**src/hw/rtl/four_digit_seven_segment_number_display_defines.svh**
```systemverilog
// ----------------------------------------------------------------------------
// Assertion macros for the seven-segment display block
// Concurrent checks that vanish when SYNTHESIS is defined.
// ----------------------------------------------------------------------------
`ifndef FOUR_DIGIT_SEVEN_SEGMENT_NUMBER_DISPLAY_DEFINES_SVH
`define FOUR_DIGIT_SEVEN_SEGMENT_NUMBER_DISPLAY_DEFINES_SVH
`ifndef SYNTHESIS
// same-cycle implication
`define FDSSD_ASSERT_IMP(label, clk_s, rstn_s, ante, cons, msg) \
  label: assert property (@(posedge clk_s) disable iff (!rstn_s) (ante) |-> (cons)) \
    else $error(msg);
// next-cycle implication
`define FDSSD_ASSERT_NXT(label, clk_s, rstn_s, ante, cons, msg) \
  label: assert property (@(posedge clk_s) disable iff (!rstn_s) (ante) |=> (cons)) \
    else $error(msg);
`else
`define FDSSD_ASSERT_IMP(label, clk_s, rstn_s, ante, cons, msg)
`define FDSSD_ASSERT_NXT(label, clk_s, rstn_s, ante, cons, msg)
`endif
`endif

```
**src/hw/rtl/fdssd_pkg.sv**
```systemverilog
// ----------------------------------------------------------------------------
// fdssd_pkg
// Types, segment codes and scaling constants of the seven-segment display.
// ----------------------------------------------------------------------------
package fdssd_pkg;

  localparam int DIGITS = 4;
  localparam int Q_W    = 14;  // shown number, at most 9999

  typedef logic [7:0] seg_t;

  // active-low segments, bit 7 is the decimal point
  localparam seg_t SEG_BLANK    = 8'hFF;
  localparam seg_t SEG_DASH     = 8'hBF;
  localparam seg_t SEG_DOT      = 8'h7F;
  localparam seg_t SEG_ZERO_DOT = 8'h40;

  typedef enum logic [1:0] {
    KIND_INT  = 2'd0,
    KIND_REAL = 2'd1,
    KIND_TICK = 2'd2
  } kind_t;

  typedef enum logic [1:0] {
    MODE_DASH,
    MODE_NUM,
    MODE_NEG_FRAC,
    MODE_POS_FRAC
  } mode_t;

  typedef enum logic [1:0] {
    SCALE_1,
    SCALE_10,
    SCALE_100,
    SCALE_1000
  } scale_t;

  typedef struct packed {
    kind_t      kind;
    mode_t      mode;
    logic       neg;
    logic       dp_en;
    logic [1:0] dp;
  } fmt_ctl_t;

  // floor(n/d) == (n * ceil(2^34/d)) >> 34 for any n below 2^24
  localparam int          RECIP_SHIFT = 34;
  localparam logic [30:0] RECIP_10    = 31'd1717986919;
  localparam logic [30:0] RECIP_100   = 31'd171798692;
  localparam logic [30:0] RECIP_1000  = 31'd17179870;

  // quotients of the shown number (below 2^14)
  localparam logic [12:0] Q10_MUL   = 13'd6554;   // >> 16
  localparam logic [12:0] Q100_MUL  = 13'd5243;   // >> 19
  localparam logic [14:0] Q1000_MUL = 15'd16778;  // >> 24

  function automatic seg_t seg_font(input logic [3:0] digit);
    seg_t pat;
    unique case (digit)
      4'd0:    pat = 8'hC0;
      4'd1:    pat = 8'hF9;
      4'd2:    pat = 8'hA4;
      4'd3:    pat = 8'hB0;
      4'd4:    pat = 8'h99;
      4'd5:    pat = 8'h92;
      4'd6:    pat = 8'h82;
      4'd7:    pat = 8'hF8;
      4'd8:    pat = 8'h80;
      4'd9:    pat = 8'h90;
      default: pat = SEG_BLANK;
    endcase
    return pat;
  endfunction

endpackage

```
**src/hw/rtl/fdssd_if.sv**
```systemverilog
// ----------------------------------------------------------------------------
// fdssd_in_if / fdssd_out_if
// Valid/ready channels of the display block: command items in, glyphs out.
// ----------------------------------------------------------------------------
interface fdssd_in_if;
  logic               valid;
  logic               ready;
  logic [1:0]         kind;
  logic signed [31:0] value;

  modport source (output valid, output kind, output value, input ready);
  modport sink   (input valid, input kind, input value, output ready);
endinterface

interface fdssd_out_if;
  logic       valid;
  logic       ready;
  logic [7:0] segments;
  logic [3:0] digit_select;

  modport source (output valid, output segments, output digit_select, input ready);
  modport sink   (input valid, input segments, input digit_select, output ready);
endinterface

```
**src/hw/rtl/fdssd_glyphs.sv**
```systemverilog
// ----------------------------------------------------------------------------
// fdssd_glyphs
// Splits the shown number into decimal digits and builds the four patterns.
// ----------------------------------------------------------------------------
module fdssd_glyphs (
  input  fdssd_pkg::fmt_ctl_t           ctl_i,
  input  logic [fdssd_pkg::Q_W-1:0]     q_i,
  input  logic [9:0]                    q10_i,
  input  logic [6:0]                    q100_i,
  input  logic [3:0]                    q1000_i,
  output logic [fdssd_pkg::DIGITS-1:0][7:0] pats_o
);
  import fdssd_pkg::*;

  logic [Q_W-1:0] q10x10;
  logic [9:0]     q100x10;
  logic [6:0]     q1000x10;
  logic [3:0]     d0, d1, d2, d3;
  logic           ge10, ge100, ge1000;

  assign q10x10   = Q_W'({q10_i, 3'b000}) + Q_W'({q10_i, 1'b0});
  assign q100x10  = 10'({q100_i, 3'b000}) + 10'({q100_i, 1'b0});
  assign q1000x10 = 7'({q1000_i, 3'b000}) + 7'({q1000_i, 1'b0});

  assign d0 = 4'(q_i - q10x10);
  assign d1 = 4'(q10_i - q100x10);
  assign d2 = 4'(q100_i - q1000x10);
  assign d3 = q1000_i;

  assign ge10   = (q_i >= Q_W'(10));
  assign ge100  = (q_i >= Q_W'(100));
  assign ge1000 = (q_i >= Q_W'(1000));

  always_comb begin
    pats_o = {DIGITS{SEG_BLANK}};
    unique case (ctl_i.mode)
      MODE_DASH: begin
        pats_o = {DIGITS{SEG_DASH}};
      end
      MODE_NUM: begin
        // right-aligned, minus sign just left of the leading digit
        pats_o[3] = seg_font(d0);
        pats_o[2] = ge10   ? seg_font(d1) : (ctl_i.neg ? SEG_DASH : SEG_BLANK);
        pats_o[1] = ge100  ? seg_font(d2)
                           : ((ctl_i.neg && ge10) ? SEG_DASH : SEG_BLANK);
        pats_o[0] = ge1000 ? seg_font(d3)
                           : ((ctl_i.neg && ge100) ? SEG_DASH : SEG_BLANK);
        if (ctl_i.dp_en) begin
          pats_o[ctl_i.dp] = pats_o[ctl_i.dp] & SEG_DOT;
        end
      end
      MODE_NEG_FRAC: begin
        // "-0.dd", hundredths
        pats_o[3] = seg_font(d0);
        pats_o[2] = seg_font(d1);
        pats_o[1] = SEG_ZERO_DOT;
        pats_o[0] = SEG_DASH;
      end
      MODE_POS_FRAC: begin
        // "0.ddd", thousandths
        pats_o[3] = seg_font(d0);
        pats_o[2] = seg_font(d1);
        pats_o[1] = seg_font(d2);
        pats_o[0] = SEG_ZERO_DOT;
      end
    endcase
  end

endmodule

```
**src/hw/rtl/four_digit_seven_segment_number_display.sv**
```systemverilog
// ----------------------------------------------------------------------------
// four_digit_seven_segment_number_display
// Formats integers and fixed-point reals onto four multiplexed digits.
// ----------------------------------------------------------------------------
// Usage:
//   in_chan carries command transactions: kind 0 shows an integer (-999..9999),
//   kind 1 shows a real given in signed thousandths, kind 2 is a scan tick.
//   Kind 3 is dropped. Only ticks give an out_chan transaction: the active-low
//   pattern of the current digit and its one-hot select, then the scan moves
//   one digit right (bit 0 of digit_select is the leftmost digit).
//   Pipeline: input register, reciprocal multiply, quotient multiplies,
//   digit/glyph build with result register. A tick goes via the stage registers
//   to out_chan; while nothing stalls, one transaction per cycle is sustained.
//   Display items update the shown patterns in order with the ticks.
//   Reset blanks all four digits and points the scan at the leftmost digit.
//   When out_chan stalls, a tick waits in the last stage; items behind it
//   fill the stages before it, and in_chan.ready drops once all three are full.
// ----------------------------------------------------------------------------
`include "four_digit_seven_segment_number_display_defines.svh"

module four_digit_seven_segment_number_display (
  input logic       clk,
  input logic       rst_n,
  fdssd_in_if.sink  in_chan,
  fdssd_out_if.source out_chan
);
  import fdssd_pkg::*;

  // ---------------- flow control ----------------
  logic s1_v_r, s2_v_r, s3_v_r, out_v_r;
  logic out_free, s3_go, s3_free, s2_free, s1_free, tick_go, s3_is_tick;

  fmt_ctl_t s2_ctl_r, s3_ctl_r;

  assign out_free   = !out_v_r || out_chan.ready;
  assign s3_is_tick = (s3_ctl_r.kind == KIND_TICK);
  assign s3_go      = s3_v_r && (!s3_is_tick || out_free);
  assign s3_free    = !s3_v_r || s3_go;
  assign s2_free    = !s2_v_r || s3_free;
  assign s1_free    = !s1_v_r || s2_free;
  assign tick_go    = s3_go && s3_is_tick;

  assign in_chan.ready = s1_free;

  // ---------------- stage 1: range check and scaling ----------------
  kind_t              s1_kind_r;
  logic [31:0]        s1_value_r;
  logic               s1_neg;
  logic [31:0]        s1_mag;
  fmt_ctl_t           s1_ctl;
  scale_t             s1_scale;
  logic [30:0]        s1_recip;
  logic [54:0]        s1_prod;
  logic [Q_W-1:0]     s2_q_nxt;

  assign s1_neg = s1_value_r[31];
  assign s1_mag = s1_neg ? (32'd0 - s1_value_r) : s1_value_r;

  always_comb begin
    s1_ctl       = '0;
    s1_ctl.kind  = s1_kind_r;
    s1_ctl.mode  = MODE_DASH;
    s1_ctl.neg   = s1_neg;
    s1_scale     = SCALE_1;
    if (s1_kind_r == KIND_INT) begin
      if ((s1_neg && s1_mag > 32'd999) || (!s1_neg && s1_mag > 32'd9999)) begin
        s1_ctl.mode = MODE_DASH;
      end else begin
        s1_ctl.mode = MODE_NUM;
      end
    end else if (s1_kind_r == KIND_REAL) begin
      s1_ctl.mode  = MODE_NUM;
      s1_ctl.dp_en = 1'b1;
      if ((!s1_neg && s1_mag > 32'd9999000) || (s1_neg && s1_mag > 32'd999000)) begin
        s1_ctl.mode = MODE_DASH;
      end else if (!s1_neg && s1_mag > 32'd999000) begin
        s1_scale  = SCALE_1000;
        s1_ctl.dp = 2'd3;
      end else if (s1_mag >= 32'd100000) begin
        s1_scale  = s1_neg ? SCALE_1000 : SCALE_100;
        s1_ctl.dp = s1_neg ? 2'd3 : 2'd2;
      end else if (s1_mag >= 32'd10000) begin
        s1_scale  = s1_neg ? SCALE_100 : SCALE_10;
        s1_ctl.dp = s1_neg ? 2'd2 : 2'd1;
      end else if (s1_mag >= 32'd1000) begin
        s1_scale  = s1_neg ? SCALE_10 : SCALE_1;
        s1_ctl.dp = s1_neg ? 2'd1 : 2'd0;
      end else if (s1_neg) begin
        s1_scale     = SCALE_10;
        s1_ctl.mode  = MODE_NEG_FRAC;
        s1_ctl.dp_en = 1'b0;
      end else begin
        s1_ctl.mode  = MODE_POS_FRAC;
        s1_ctl.dp_en = 1'b0;
      end
    end
  end

  always_comb begin
    case (s1_scale)
      SCALE_10:   s1_recip = RECIP_10;
      SCALE_100:  s1_recip = RECIP_100;
      SCALE_1000: s1_recip = RECIP_1000;
      default:    s1_recip = '0;
    endcase
  end

  // magnitude is below 2^24 whenever the result is not dashes
  assign s1_prod  = 55'(s1_mag[23:0]) * 55'(s1_recip);
  assign s2_q_nxt = (s1_scale == SCALE_1) ? s1_mag[Q_W-1:0]
                                          : s1_prod[RECIP_SHIFT +: Q_W];

  // ---------------- stage 2: quotients of the shown number ----------------
  logic [Q_W-1:0] s2_q_r;
  logic [26:0]    s2_p10, s2_p100;
  logic [28:0]    s2_p1000;

  assign s2_p10   = 27'(s2_q_r) * 27'(Q10_MUL);
  assign s2_p100  = 27'(s2_q_r) * 27'(Q100_MUL);
  assign s2_p1000 = 29'(s2_q_r) * 29'(Q1000_MUL);

  // ---------------- stage 3: glyphs, pattern store, scan ----------------
  logic [Q_W-1:0]           s3_q_r;
  logic [9:0]               s3_q10_r;
  logic [6:0]               s3_q100_r;
  logic [3:0]               s3_q1000_r;
  logic [DIGITS-1:0][7:0]   s3_pats;
  logic [DIGITS-1:0][7:0]   pat_r;
  logic [1:0]               scan_r;
  seg_t                     out_seg_r;
  logic [DIGITS-1:0]        out_sel_r;

  fdssd_glyphs u_glyphs (
    .ctl_i   (s3_ctl_r),
    .q_i     (s3_q_r),
    .q10_i   (s3_q10_r),
    .q100_i  (s3_q100_r),
    .q1000_i (s3_q1000_r),
    .pats_o  (s3_pats)
  );

  // ---------------- registers ----------------
  always_ff @(posedge clk) begin
    if (!rst_n) begin
      s1_v_r  <= 1'b0;
      s2_v_r  <= 1'b0;
      s3_v_r  <= 1'b0;
      out_v_r <= 1'b0;
      scan_r  <= 2'd0;
      pat_r   <= {DIGITS{SEG_BLANK}};
    end else begin
      if (s1_free) begin
        s1_v_r <= in_chan.valid;
      end
      if (s2_free) begin
        s2_v_r <= s1_v_r;
      end
      if (s3_free) begin
        s3_v_r <= s2_v_r;
      end
      if (out_free) begin
        out_v_r <= tick_go;
      end
      if (s3_go && (s3_ctl_r.kind == KIND_INT || s3_ctl_r.kind == KIND_REAL)) begin
        pat_r <= s3_pats;
      end
      if (tick_go) begin
        scan_r <= scan_r + 2'd1;
      end
    end
  end

  always_ff @(posedge clk) begin
    if (s1_free && in_chan.valid) begin
      s1_kind_r  <= kind_t'(in_chan.kind);
      s1_value_r <= in_chan.value;
    end
    if (s2_free) begin
      s2_ctl_r <= s1_ctl;
      s2_q_r   <= s2_q_nxt;
    end
    if (s3_free) begin
      s3_ctl_r   <= s2_ctl_r;
      s3_q_r     <= s2_q_r;
      s3_q10_r   <= s2_p10[25:16];
      s3_q100_r  <= s2_p100[25:19];
      s3_q1000_r <= s2_p1000[27:24];
    end
    if (tick_go) begin
      out_seg_r <= pat_r[scan_r];
      out_sel_r <= DIGITS'(1) << scan_r;
    end
  end

  assign out_chan.valid        = out_v_r;
  assign out_chan.segments     = out_seg_r;
  assign out_chan.digit_select = out_sel_r;

  // ---------------- assertions ----------------
  `FDSSD_ASSERT_IMP(a_sel_onehot, clk, rst_n, out_v_r, $onehot(out_sel_r),
                    "digit select not one-hot")
  `FDSSD_ASSERT_NXT(a_scan_step, clk, rst_n, rst_n && tick_go,
                    scan_r == 2'($past(scan_r) + 2'd1), "scan did not advance")
  `FDSSD_ASSERT_IMP(a_tick_stall, clk, rst_n, s3_v_r && s3_is_tick && !s3_go,
                    out_v_r && !out_chan.ready, "tick held without output stall")
  `FDSSD_ASSERT_IMP(a_ready_full, clk, rst_n, !in_chan.ready,
                    s1_v_r && s2_v_r && s3_v_r && !s3_go, "ready low with room in pipe")

endmodule

```
**src/flat_wrapper.sv**
```systemverilog
// flat-port wrapper written by rule: the top's interface ports become plain ports
module four_digit_seven_segment_number_display_flat import fdssd_pkg::*;
  (clk, rst_n, in_chan_valid, in_chan_kind, in_chan_value, in_chan_ready, out_chan_valid, out_chan_segments, out_chan_digit_select, out_chan_ready);
  fdssd_in_if in_chan_i ();
  fdssd_out_if out_chan_i ();
  input logic clk;
  input logic rst_n;
  input wire logic [$bits(in_chan_i.valid)-1:0] in_chan_valid;
  input wire logic [$bits(in_chan_i.kind)-1:0] in_chan_kind;
  input wire logic [$bits(in_chan_i.value)-1:0] in_chan_value;
  output wire logic [$bits(in_chan_i.ready)-1:0] in_chan_ready;
  output wire logic [$bits(out_chan_i.valid)-1:0] out_chan_valid;
  output wire logic [$bits(out_chan_i.segments)-1:0] out_chan_segments;
  output wire logic [$bits(out_chan_i.digit_select)-1:0] out_chan_digit_select;
  input wire logic [$bits(out_chan_i.ready)-1:0] out_chan_ready;
  assign in_chan_i.valid = in_chan_valid;
  assign in_chan_i.kind = in_chan_kind;
  assign in_chan_i.value = in_chan_value;
  assign in_chan_ready = in_chan_i.ready;
  assign out_chan_valid = out_chan_i.valid;
  assign out_chan_segments = out_chan_i.segments;
  assign out_chan_digit_select = out_chan_i.digit_select;
  assign out_chan_i.ready = out_chan_ready;
  four_digit_seven_segment_number_display u_core (.clk(clk), .rst_n(rst_n), .in_chan(in_chan_i), .out_chan(out_chan_i));
endmodule
```
**config.mk**
```make
export PLATFORM = sky130hd
export DESIGN_NAME = four_digit_seven_segment_number_display_flat
export DESIGN_NICKNAME = d
export VERILOG_FILES = /design/src/hw/rtl/fdssd_pkg.sv /design/src/hw/rtl/fdssd_if.sv /design/src/hw/rtl/fdssd_glyphs.sv /design/src/hw/rtl/four_digit_seven_segment_number_display.sv /design/src/flat_wrapper.sv
export VERILOG_INCLUDE_DIRS = /design/src /design/src/hw/rtl
export SDC_FILE = /design/constraint.sdc
export NUM_CORES = 2
export LEC_CHECK = 0
export ABC_AREA = 1
export BUFFER_PORTS_ARGS = -buffer_cell sky130_fd_sc_hd__buf_2
export CAP_MARGIN = 20
export CORE_ASPECT_RATIO = 0.75
export CORE_MARGIN = 2
export CORE_UTILIZATION = 67
export CTS_CLUSTER_SIZE = 12
export DETAILED_ROUTE_END_ITERATION = 16
export HOLD_SLACK_MARGIN = 0.1
export PLACE_DENSITY = 0.84
export RECOVER_POWER = 50
export SLEW_MARGIN = 20
export SYNTH_ARGS = -nofsm -noshare
export SYNTH_HDL_FRONTEND = slang
export SYNTH_SLANG_ARGS = --single-unit
```
**constraint.sdc**
```tcl
create_clock -name clk -period 11.6 [get_ports clk]
set_input_delay 2.32 -clock clk [delete_from_list [all_inputs] [get_ports clk]]
set_output_delay 2.32 -clock clk [all_outputs]
set_load 0.01 [all_outputs]
```
==> results.json <==
{
  "drive_above_1_share": 0.0553,
  "reg2reg_depth": 46,
  "criticalPathCategory": "reg2reg",
  "drt_wl_total_um": 102000,
  "startpoint_type": "flop",
  "drcViolationCount": 0,
  "cp-end-kind": "flop",
  "cts_made_buffers": 17,
  "place_area_um2": 35700,
  "vias": 27100,
  "crit_arrival_ns": 11.21,
  "synthArstFlopShare": 0,
  "ys_seq_area_frac": 0.115,
  "synth-seq-cells": 147,
  "drtIter0Drc": 3084,
  "final_common_cell": "inv_1",
  "grt_pass1_vias": 27600,
  "synth_area_um2": 34600,
  "clk_latency_ns": 0.47,
  "outcome": "complete, but fails checks",
  "ys_warn_count": 0,
  "finalSetupViolCount": 0,
  "die_h_um": 201,
  "path_clk_slew_ns": 0.08,
  "dieArea_um2": 53500,
  "multi_input_area_um2": 25800,
  "rsz0062_at_grt": "no",
  "wl_per_cell_um": 21.7,
  "slew_headroom": -0.451,
  "grt_max_degree": 44,
  "overflow": 0,
  "grtUsageMet2": 0.575,
  "antenna_found_initial": 9,
  "ys_types": 61,
  "fmaxAchievable_ghz": 0.0905,
  "path_delay_family": "adder cells",
  "leakage_nw": 19.5,
  "timing.final.crit_share": 0.953,
  "cap_violations": 1,
  "start_util": 0.675,
  "filler_cell_count": 3909,
  "finalNetCount": 5201,
  "holdCritPathClass": "reg2reg",
  "crit_top_cell": "inv_1",
  "rr_startpoint": "u_core.s1_value_r[0]",
  "violations": "max-capacitance violations, max-slew violations",
  "htreeDepth": 4,
  "power_density_nw_per_um2": 203,
  "die_w_um": 266,
  "rows": 72,
  "r2r_slack_ns": 0.55,
  "cp_slowest_cell": "nor2_1",
  "setup-tns-final_ns": 0,
  "grt_util_met1": 0.564,
  "cts_tree": "yes",
  "cts_setup_buffers": 0,
  "grt_util_met3": 0.123,
  "hold_viol": 0,
  "drtPass1Iterations": 6,
  "core-area_um2": 51300,
  "grt_pass1_wl_um": 159000,
  "critPathRequiredTime_ns": 11.75,
  "post_cts_resized": 0,
  "ant_nets": 0,
  "gr-usage-all-layers": 0.399,
  "path_max_fanout": 15,
  "cts_max_path_buffers": 2,
  "slew_viol_final": 44,
  "finish.utilization": 0.708,
  "cts_sinks": 147,
  "finalInstanceArea_um2": 36300,
  "syn_nets": 5140,
  "viasPerCell": 5.75,
  "critPathBufInv": 12,
  "hp-start": "u_core.s2_ctl_r[6]",
  "min_path_cells": 0,
  "dp_hpwl_um": 87700,
  "reg2reg_to": "u_core.s2_q_r[6]",
  "period_needed_ns": 11.05,
  "synth-main-ff-cell": "edfxtp_1",
  "syn_to_final_growth_pct": 4.92,
  "clock_skew_ns": 0.0184,
  "syn_avg_cell_area_um2": 8.69,
  "io_pins": 52,
  "hold_end": "u_core.s3_ctl_r[6]",
  "numPortBuffers": 51,
  "cts_root_buffer": "clkbuf_16",
  "syn_inst": 3980,
  "final_cell_mix": "inv_1 (1191), fa_1 (623), ha_1 (499)",
  "grt.busiest_layer": "met2",
  "max_stage_delay_ns": 0.80,
  "synth_edf_count": 102,
  "hold_buffers": 0,
  "regArea_um2": 3960,
  "worst_pin_slew_ns": 2.18,
  "ir_drop_mv": 0.532,
  "place.gp.congestion": 1.07
}
==> state kept, by name (all words and copies together) (netlist names), 8 cells and up, named ones only <==
signal and count:
u_core.out_chan.segments 8, u_core.s2_q_r 14, u_core.s3_q_r 14, u_core.s1_value_r 32, u_core.pat_r 32, u_core.s3_ctl_r 8, u_core.s2_ctl_r 8
==> layer usage <==
| layer | wire, µm | up-vias |
|---|---|---|
| met2 | 42900 | 1643 |
| met3 | 13400 | 275 |
| met4 | 4970 | 16 |
| met1 | 41100 | 13100 |
| li1 | - | 12100 |
| met5 | 97 | - |
==> worst max path at each step <==
stage	slack, ns	end	cells past startpoint	from
after global placement	0.99	u_core.s2_q_r[6]	42	u_core.s1_value_r[0]
after CTS	0.94	u_core.s2_q_r[6]	45	u_core.s1_value_r[0]
after floorplan	2.26	u_core.s2_q_r[12]	48	u_core.s1_value_r[0]
after global routing	0.19	u_core.s2_q_r[12]	50	u_core.s1_value_r[0]
final	0.55	u_core.s2_q_r[6]	46	u_core.s1_value_r[0]
after detailed placement	0.98	u_core.s2_q_r[6]	45	u_core.s1_value_r[0]
==> layout make-up <==
type,instances,area share
timing repair buffer,84,0.0132
sequential,147,0.109
inverter,1215,0.126
antenna,1,0.0000689
tap,666,0.0230
clock inverter,14,0.00431
multi-input combinational,2576,0.712
clock buffer,18,0.0124
==> cell families after synthesis <==
kind of cell	count (synthesis)	share of synthesized area
buffers and inverters	1257	0.139
adder cells (fa/ha/maj)	1122	0.541
AND/OR/NAND/NOR	1041	0.134
AO/OA/AOI/OAI	365	0.0595
flip-flops	147	0.115
XOR/XNOR	48	0.0122
==> power by group <==
part           switching, mW  total (mW)  internal [mW]
clock                  0.301       0.604          0.303
combinational           3.66        5.94           2.28
sequential             0.101       0.813          0.712
==> through the flow <==
stage / hold WS [ns] / instances / setup slack [ns] / power, mW
after floorplan: 0.400 / 3980 / 2.26 / 5.12
after global placement: 0.406 / 4688 / 0.990 / 6.41
after detailed placement: 0.405 / 4688 / 0.979 / 6.63
after CTS: 0.421 / 4720 / 0.937 / 7.30
after global routing: 0.429 / 4720 / 0.185 / 8.23
final: 0.422 / 4721 / 0.546 / 7.36
==> synthesized netlist by cell type (4+ instances only) <==
| cell | count | area (µm²) |
|---|---|---|
| nor4_1 | 11 | 68.8 |
| nand2_1 | 464 | 1740 |
| a31oi_1 | 11 | 68.8 |
| fa_1 | 623 | 12500 |
| inv_2 | 17 | 63.8 |
| o211a_1 | 4 | 40.0 |
| a21o_1 | 10 | 75.1 |
| a22oi_1 | 15 | 113 |
| a21oi_1 | 150 | 751 |
| nor2_4 | 19 | 214 |
| nor2_2 | 16 | 100 |
| nand3_1 | 100 | 500 |
| o21ai_0 | 134 | 671 |
| buf_2 | 6 | 30.0 |
| xnor2_1 | 21 | 184 |
| or2_2 | 14 | 87.6 |
| clkinv_1 | 5 | 18.8 |
| nand2_2 | 36 | 225 |
| dfxtp_1 | 45 | 901 |
| edfxtp_1 | 102 | 3060 |
| nor2_1 | 312 | 1170 |
| o21a_1 | 4 | 30.0 |
| inv_1 | 1190 | 4470 |
| clkbuf_1 | 28 | 105 |
| nor3_1 | 19 | 95.1 |
| o211ai_1 | 6 | 45.0 |
| ha_1 | 499 | 6240 |
| xor2_1 | 27 | 236 |
| o21bai_1 | 5 | 37.5 |
| nand3b_1 | 14 | 105 |
| nand4_1 | 18 | 113 |
| o2111ai_1 | 6 | 52.6 |
| nand2_4 | 5 | 56.3 |
(Power assumes the default switching activity.)
